File: src/apr_pkg.sv
// ----------------------------------------------------------------------------
// apr_pkg: shared definitions for the aging page replacement table
// Field widths, command and status codes, default sizes and the control
// and status bundles between the controller and the datapath.
// ----------------------------------------------------------------------------
package apr_pkg;

	// Default sizes handed to the top level parameters.
	localparam int TABLE_ENTRIES_DEF = 256;
	localparam int HISTORY_BITS_DEF  = 8;

	// Fixed field widths of the request and response beats.
	localparam int CMD_W    = 3;
	localparam int SPACE_W  = 16;
	localparam int PAGE_W   = 27;
	localparam int STATUS_W = 3;
	localparam int SLOT_W   = 8;

	// Command codes.
	localparam logic [CMD_W-1:0] CMD_REGISTER   = 3'd0;
	localparam logic [CMD_W-1:0] CMD_UNREGISTER = 3'd1;
	localparam logic [CMD_W-1:0] CMD_ACCESS     = 3'd2;
	localparam logic [CMD_W-1:0] CMD_TICK       = 3'd3;
	localparam logic [CMD_W-1:0] CMD_SWAP_OUT   = 3'd4;
	localparam logic [CMD_W-1:0] CMD_SWAP_IN    = 3'd5;

	// Status codes.
	localparam logic [STATUS_W-1:0] ST_OK          = 3'd0;
	localparam logic [STATUS_W-1:0] ST_DUPLICATE   = 3'd1;
	localparam logic [STATUS_W-1:0] ST_FULL        = 3'd2;
	localparam logic [STATUS_W-1:0] ST_NOT_MAPPED  = 3'd3;
	localparam logic [STATUS_W-1:0] ST_NO_VICTIM   = 3'd4;
	localparam logic [STATUS_W-1:0] ST_NOT_SWAPPED = 3'd5;

	// Commands from the controller to the datapath.
	typedef struct packed {
		logic load;    // capture the request and restart the scan
		logic clear;   // write the entry at the counter as unused
		logic rd_en;   // read the entry at the counter
		logic finish;  // apply the final update and load the result
	} apr_ctl_t;

	// Status from the datapath to the controller.
	typedef struct packed {
		logic cnt_last;  // counter points at the last entry
		logic no_scan;   // captured command is not a known code
	} apr_sts_t;

endpackage

File: src/apr_ctrl.sv
// ----------------------------------------------------------------------------
// apr_ctrl: sequencer of the page replacement table
// Runs the clearing pass after reset, then for each known command a full
// table scan, a drain state and a finishing update, and owns both handshakes.
// ----------------------------------------------------------------------------
module apr_ctrl import apr_pkg::*; (
	input  logic     clk,
	input  logic     arst_n,
	input  logic     req_valid,
	output logic     req_ready,
	output logic     rsp_valid,
	input  logic     rsp_ready,
	output apr_ctl_t ctl,
	input  apr_sts_t sts
);

	localparam logic [2:0] S_CLEAR  = 3'd0;
	localparam logic [2:0] S_IDLE   = 3'd1;
	localparam logic [2:0] S_SCAN   = 3'd2;
	localparam logic [2:0] S_DRAIN  = 3'd3;
	localparam logic [2:0] S_FINISH = 3'd4;

	logic [2:0] state_q;
	logic [2:0] state_d;
	logic       rsp_valid_q;
	logic       can_finish;

	// The result register is free when empty or being taken in this cycle.
	assign can_finish = !rsp_valid_q || rsp_ready;
	assign req_ready  = (state_q == S_IDLE);
	assign rsp_valid  = rsp_valid_q;

	// Next state and commands.
	always_comb begin
		state_d    = state_q;
		ctl        = '0;
		unique case (state_q)
			S_CLEAR: begin
				ctl.clear = 1'b1;
				if (sts.cnt_last) begin
					state_d = S_IDLE;
				end
			end
			S_IDLE: begin
				if (req_valid) begin
					ctl.load = 1'b1;
					state_d  = S_SCAN;
				end
			end
			S_SCAN: begin
				if (sts.no_scan) begin
					state_d = S_FINISH;
				end else begin
					ctl.rd_en = 1'b1;
					if (sts.cnt_last) begin
						state_d = S_DRAIN;
					end
				end
			end
			S_DRAIN: begin
				state_d = S_FINISH;
			end
			S_FINISH: begin
				if (can_finish) begin
					ctl.finish = 1'b1;
					state_d    = S_IDLE;
				end
			end
			default: begin
				state_d = S_IDLE;
			end
		endcase
	end

	// State register and result valid flag.
	always_ff @(posedge clk or negedge arst_n) begin
		if (!arst_n) begin
			state_q     <= S_CLEAR;
			rsp_valid_q <= 1'b0;
		end else begin
			state_q <= state_d;
			if (ctl.finish) begin
				rsp_valid_q <= 1'b1;
			end else if (rsp_ready) begin
				rsp_valid_q <= 1'b0;
			end
		end
	end

endmodule

File: config.mk
export PLATFORM = sky130hd
export DESIGN_NAME = apr_ctrl
export DESIGN_NICKNAME = d
export VERILOG_FILES = /design/src/apr_pkg.sv /design/src/apr_ctrl.sv
export SDC_FILE = /design/constraint.sdc
export NUM_CORES = 1
export LEC_CHECK = 0
export ABC_AREA = 1
export BUFFER_PORTS_ARGS = -buffer_cell sky130_fd_sc_hd__buf_2
export CORE_AREA = 2 2 39 41
export CTS_CLUSTER_SIZE = 20
export DETAILED_ROUTE_END_ITERATION = 6
export DIE_AREA = 0 0 41 43
export PLACE_DENSITY = 0.41
export REMOVE_ABC_BUFFERS = 1
export SETUP_SLACK_MARGIN = 0.5
export SYNTH_ARGS = -nofsm -noshare
export SYNTH_HDL_FRONTEND = slang
export SYNTH_SLANG_ARGS = --single-unit
File: constraint.sdc
create_clock -name clk -period 1.1 [get_ports clk]
set_clock_uncertainty 0.15 [all_clocks]
set_input_delay 0.055 -clock clk [delete_from_list [all_inputs] [get_ports clk]]
set_output_delay 0.055 -clock clk [all_outputs]
set_load 0.03 [all_outputs]
==> results of run 1 <==
## sequential cells by signal (all words and copies together) (netlist names)
register and cells:
state_q 3, rsp_valid 1
## cell type report
cell class | instances | area (µm²)
Timing Repair Buffer | 18 | 144
Sequential cell | 4 | 103
Inverter | 9 | 33.8
Fill cell | 159 | 918
Tap cell | 16 | 20.0
Multi-Input combinational cell | 26 | 143
Clock buffer | 3 | 22.5
## power by group through the flow
stage	combinational, µW	sequential, µW	clock [µW]
after detailed placement	701	283	0
after CTS	878	290	191
final	974	329	185
after global routing	1070	338	198
after floorplan	444	308	0
after global placement	704	286	0
## layer usage
layer / vias up / track usage [%] / share of wire, %
met5: - / 0 / 0
met4: 0 / 4.00 / 0
met3: 0 / 6.28 / 9.8
met2: 10 / 10.6 / 46
met1: 128 / 9.68 / 44
li1: 159 / - / -
## stage by stage
step                worst slack [ns]  instances  hold WS (ns)  power, µW  TNS [ns]
floorplan                     -0.150         39        -0.391        752    -0.572
global placement              -0.120         69        -0.288        990    -0.461
detailed placement            -0.108         69        -0.287        983    -0.377
CTS                           -0.240         75        -0.144       1360     -1.43
global route                  -0.297         76        -0.136       1610     -1.93
finish                        -0.252         76        -0.142       1490     -1.36
## cells in the mapped netlist
cell	n
inv_1	9
o21ai_0	1
nand2_1	11
nand3_1	4
dfrtp_1	4
o31ai_1	1
nor2_2	1
nand2_2	1
nor2_1	7
## final timing paths
| kind | from | endpoint | cells past startpoint |
|---|---|---|---|
| worst max-delay path | state_q[2] | ctl[3] | 4 |
| worst min-delay path | rsp_ready | rsp_valid | 2 |
| worst max register to register | state_q[1] | state_q[1] | 7 |
| worst min register to register | rsp_valid | rsp_valid | 2 |
| max in group asynchronous | arst_n | state_q[1] | 2 |
| min in group asynchronous | arst_n | rsp_valid | 2 |
## worst max-delay path, delay by kind of cell (launching register included)
| family | cells | cell delay [ns] |
|---|---|---|
| simple gates | 3 | 0.27 |
| buf+inv | 1 | 0.16 |
| flops | 1 | 0.46 |
## logic make-up (layout without fill, tap and decap cells)
group,after synthesis,after routing,share of synthesized area [%]
compound gates,2,2,5.08
flops,4,4,40.6
simple gates,24,24,40.6
buf+inv,9,30,13.7
## repair_timing
item / CTS / global route
gates resized for setup: 13 / 12
hold endpoints to repair: 8 / 3
endpoints found under the setup margin: 10 / 10
pin swaps: 4 / 2
buffers inserted: 2 / 1
==> summary.md, run 1 <==
| Metric | Value |
|---|---|
| # IOs | `12` |
| Worst Path Arrival | `1.15 ns` |
| Fin Hold WS | `-0.142 ns` |
| Reg clk slew, reported paths | `0.04 ns` |
| Fin util | `33.6%` |
| Worst path slowest cell | `dfrtp_2` |
| CTS Buf Count | `3` |
| Drt pass-1 iters | `3` |
| Tmin final | `1.35 ns` |
| Commonest non-fill, non-tap cell in the layout | `nand2_1` |
| Largest net degree at the start of global routing | `7` |
| Diodes inserted | `0` |
| Post-synth top area cell | `dfrtp_1` |
| Clk Latency, worst-skew pair | `0.24 ns` |
| Max transition margin | `87.4%` |
| Setup ws final | `-0.252 ns` |
| Critical Path Max Stage Delay | `0.46 ns` |
| Synth-to-Final Area Change | `88.8%` |
| IO Port Bufs | `11` |
| Worst endpoint required time | `0.89 ns` |
| Mapped cell area | `246 µm²` |
| H-tree depth | `1` |
| Initial Util | `17.8%` |
| Vias after detailed routing | `297` |
| Max FO, Critical Path | `6` |
| Post-synthesis register bit count | `4` |
| DRC | `0` |
| Detailed placement HPWL | `445 µm` |
| Pwr Density | `3200 nW/µm²` |
| Finished Cell Area | `465 µm²` |
| CP Launch Type | `flip-flop` |
| Final setup fails | `7` |
| Grt ovf | `0` |
| Routed Antenna Nets | `0` |
| First-pass GRT wire length | `945 µm` |
| Clock power frac | `12.4%` |
| Die height | `43 µm` |
| HP Class | `input pin to flip-flop` |
| Largest cells by area after synthesis | `dfrtp_1, nand2_1, inv_1` |
| R2R setup slack | `-0.18 ns` |
| Routability cong. | `0.715` |
| CTS tree | `yes` |
| Post-Syn Instances | `39` |
| Reg power frac | `22.1%` |
| All-Layer GR Usage | `8.24%` |
| Leak Pwr | `0.000264 µW` |
| Vias in the first global route | `265` |
| Routed WL | `640 µm` |
| Max Slew Vio Count | `0` |
| Drt via density | `3.91` |
| Core Area | `1380 µm²` |
| Failing checks | `negative hold slack, negative setup slack` |
| Number of library cell types mapped by synthesis | `9` |
| Cell internal pwr | `806 µW` |
| Worst Tran Pin Value | `0.188 ns` |
| Setup Crit Path Kind | `flip-flop to output port` |
| Max Buffers Root-to-Sink | `2` |
| Seq/Total Area, Yosys | `40.6%` |
| Drt wl/cell | `8.42 µm` |
| Die area | `1760 µm²` |
| Yosys warning count | `0` |
| Crit. End Element | `output port` |
| Crit-path cells | `nor2_4 -> nand2_2 -> nor2_1 -> buf_4` |
| Fmax | `740 MHz` |
| Most frequent cells in the layout | `nand2_1, buf_4, inv_1` |
| # Max-Cap Violations | `0` |
| Hold Fails Final Rpt | `6` |
| Mean area per synthesized cell | `6.32 µm²` |
| RSZ-0062 raised after global routing | `true` |
| Layout cells sized above 1 | `55.0%` |
| Die X | `41 µm` |
| Share of the synthesized area in the top cell type | `40.6%` |
| Cts hold-fix bufs | `1` |
| Sw Ratio | `45.8%` |
| Combinational group share of total power | `65.5%` |
| 1st-iter DRT viols | `7` |
| Maximum VDD drop | `968 µV` |
| Status | `finished with violations` |
| NetSw | `682 µW` |
| Final period util | `123%` |
| Clock sinks | `4` |
| CTS root buf | `clkbuf_4` |
| Row count | `14` |
| Fin nets | `68` |
| DP Area | `344 µm²` |
| Initial antenna violation count | `0` |
Power figures use the tool's default switching activity.
==> inputs of run 2 (changes only) <==
--- a/config.mk
+++ b/config.mk
@@ -5,13 +5,12 @@
 export SDC_FILE = /design/constraint.sdc
 export NUM_CORES = 1
 export LEC_CHECK = 0
-export ABC_AREA = 1
 export BUFFER_PORTS_ARGS = -buffer_cell sky130_fd_sc_hd__buf_2
 export CORE_AREA = 2 2 39 41
 export CTS_CLUSTER_SIZE = 20
 export DETAILED_ROUTE_END_ITERATION = 6
 export DIE_AREA = 0 0 41 43
-export PLACE_DENSITY = 0.41
+export PLACE_DENSITY = 0.39
 export REMOVE_ABC_BUFFERS = 1
 export SETUP_SLACK_MARGIN = 0.5
 export SYNTH_ARGS = -nofsm -noshare
==> summary.md, run 2 <==
| Metric | Value |
|---|---|
| RSZ-0062 raised after global routing | `true` |
| Maximum VDD drop | `1430 µV` |
| Number of library cell types mapped by synthesis | `14` |
| Clock sinks | `4` |
| Hold Path Depth | `3` |
| Tmin final | `1.34 ns` |
| Row count | `14` |
| Routability cong. | `0.665` |
| Status | `finished with violations` |
| FF-to-FF End | `state_q[0]` |
| Post-synth ARST share | `100%` |
| Largest register FFs | `3` |
| Worst hold path endpoint | `rsp_valid` |
| Crit-path cells | `nor2_2 -> nand2_1 -> nor2_1 -> buf_4` |
| Die area | `1760 µm²` |
| Share of the synthesized area in the top cell type | `45.5%` |
| Reg power frac | `22.3%` |
| Mean area per synthesized cell | `8.16 µm²` |
| Hold_sp | `rsp_ready` |
| Vias after detailed routing | `264` |
| Number of synthesized flops with an enable pin | `0` |
| Die X | `41 µm` |
| Cell internal pwr | `797 µW` |
| Fmax | `745 MHz` |
| R2R setup slack | `-0.07 ns` |
| Die height | `43 µm` |
| Drt via density | `4.19` |
| CTS root buf | `clkbuf_4` |
| Crit. End Element | `output port` |
| Top cells by count, synth | `dfrtp_1, nor2_1, nand2_1, nand2b_1, nor3_1` |
| Worst path slowest cell | `dfrtp_2` |
| Routed WL | `607 µm` |
| Post-synthesis register bit count | `4` |
| Worst Tran Pin Value | `0.165 ns` |
| Failing checks | `negative hold slack, negative setup slack` |
| Worst endpoint required time | `0.89 ns` |
| Worst reg2reg path startpoint | `state_q[0]` |
| Yosys warning count | `0` |
| Post-synth top area cell | `dfrtp_1` |
| Drt pass-1 iters | `4` |
| Combinational group share of total power | `64.8%` |
| Critical Path Max Stage Delay | `0.43 ns` |
| Setup ws final | `-0.243 ns` |
| Biggest register | `state_q` |
| Ys flop type | `dfrtp_1` |
| Max Slew Vio Count | `0` |
| Fin Hold WS | `-0.0360 ns` |
| Grt ovf | `0` |
| All-Layer GR Usage | `9.37%` |
| Final period util | `122%` |
| Hold Fails Final Rpt | `2` |
| Max Buffers Root-to-Sink | `2` |
| Leak Pwr | `0.000206 µW` |
| # Max-Cap Violations | `0` |
| Worst slack, placed | `-0.103 ns` |
| HP Class | `input pin to flip-flop` |
| Largest net degree at the start of global routing | `9` |
| Max transition margin | `88.9%` |
| Routed Antenna Nets | `0` |
| Clk Latency, worst-skew pair | `0.23 ns` |
| Worst Path Arrival | `1.14 ns` |
| Worst Path Buf+Inv | `1` |
| Post-Syn Instances | `27` |
| Synth-to-Final Area Change | `100%` |
| Initial Util | `15.9%` |
| 1st-iter DRT viols | `1` |
| Mapped cell area | `220 µm²` |
| DRC | `0` |
| IO Port Bufs | `11` |
| Pwr Density | `3160 nW/µm²` |
| Layout cells sized above 1 | `61.7%` |
| Largest cells by area after synthesis | `dfrtp_1, nand2b_1, nor3_1` |
| Cts hold-fix bufs | `1` |
| H-tree depth | `1` |
| Tot Pwr | `1390 µW` |
| Drt wl/cell | `9.63 µm` |
| Detailed placement HPWL | `444 µm` |
| Vias in the first global route | `259` |
| Initial antenna violation count | `0` |
| Seq/Total Area, Yosys | `45.5%` |
| Setup Crit Path Kind | `flip-flop to output port` |
| NetSw | `596 µW` |
| Most frequent cells in the layout | `buf_4, buf_6, buf_2` |
| CTS tree | `yes` |
| First-pass GRT wire length | `1000 µm` |
| # IOs | `12` |
| Clock power frac | `12.9%` |
| CP Launch Type | `flip-flop` |
| Reg clk slew, reported paths | `0.04 ns` |
| Fin nets | `55` |
| Final setup fails | `8` |
| Sw Ratio | `42.8%` |
| Core Area | `1380 µm²` |
| CP delay by family, top | `flip-flops` |
| CTS Buf Count | `3` |
| FILL cells | `143` |
| Diodes inserted | `0` |
| FF-to-FF path depth | `3` |
| Max FO, Critical Path | `4` |
==> run 2: cell count changes in the layout (fill, tap and decap cells not counted), sizes merged, moves of 3 or more <==
| cell | previous run | this run |
|---|---|---|
| nand3 | 4 | 1 |
| nor3 | 0 | 3 |
| inv | 9 | 0 |
| nand2b | 0 | 3 |
| nand2 | 12 | 3 |
| nor2 | 8 | 4 |
==> run 2: power groups by stage <==
stage          sequential (µW)  clock (µW)  combinational (µW)
6_report                   310         180                 903
5_1_grt                    319         203                 981
4_1_cts                    317         190                 815
3_5_place_dp               289           0                 617
3_3_place_gp               288           0                 627
2_1_floorplan              333           0                 348
==> run 2: repair_timing <==
action | CTS | global route
setup buffers | 1 | 2
gates resized for setup | 18 | 4
endpoints found under the hold margin | 6 | 1
pin swaps | 4 | 0
endpoints found under the setup margin | 10 | 10
==> run 2: cell families (layout without fill, tap and decap cells) <==
kind of cell    after synthesis  count (layout)  share of synthesized area, %
simple gates                 18              18                          42.0
compound gates                4               4                          10.8
flops                         4               4                          45.5
buf+inv                       1              21                          1.70
==> run 2: area by class of cell <==
type	count	area, µm²	share of cell area, %
multi-input cells	22	148	33.5
repair buffers	18	148	33.5
flip-flops and latches	4	103	23.3
well taps	16	20.0	4.55
clock buffers	3	22.5	5.11
==> run 2: worst reg2reg max path, stage by stage (launching register included) <==
cell and delay, ns:
dfrtp_2 0.44, or2b_1 0.26, a21oi_2 0.12, o31a_1 0.13
==> run 2: worst max path at each step <==
stage	start	to	cells after the start
2_1_floorplan	state_q[2]	ctl[1]	2
3_3_place_gp	state_q[0]	state_q[0]	3
3_5_place_dp	state_q[0]	state_q[0]	3
4_1_cts	state_q[1]	req_ready	3
5_1_grt	state_q[1]	ctl[0]	4
6_report	state_q[1]	ctl[0]	4
==> run 2: through the flow <==
stage / TNS, ns / hold slack (ns) / instances / instance area, µm² / util [%]
after floorplan: -1.40 / -0.391 / 26 / 216 / -
after global placement: -0.291 / -0.283 / 56 / 314 / 22.7
after detailed placement: -0.305 / -0.285 / 56 / 314 / 22.7
after CTS: -1.29 / -0.0356 / 61 / 412 / 29.7
after global routing: -1.70 / -0.0123 / 63 / 440 / 31.8
final: -1.26 / -0.0360 / 63 / 440 / 31.8
==> run 2: layer usage <==
| metal | global-route usage [%] | routed length (µm) | vias up |
|---|---|---|---|
| met5 | 0 | 0 | - |
| met4 | 12.0 | 0 | 0 |
| met2 | 10.3 | 279 | 13 |
| li1 | - | - | 134 |
| met3 | 3.14 | 43 | 0 |
| met1 | 11.7 | 284 | 117 |
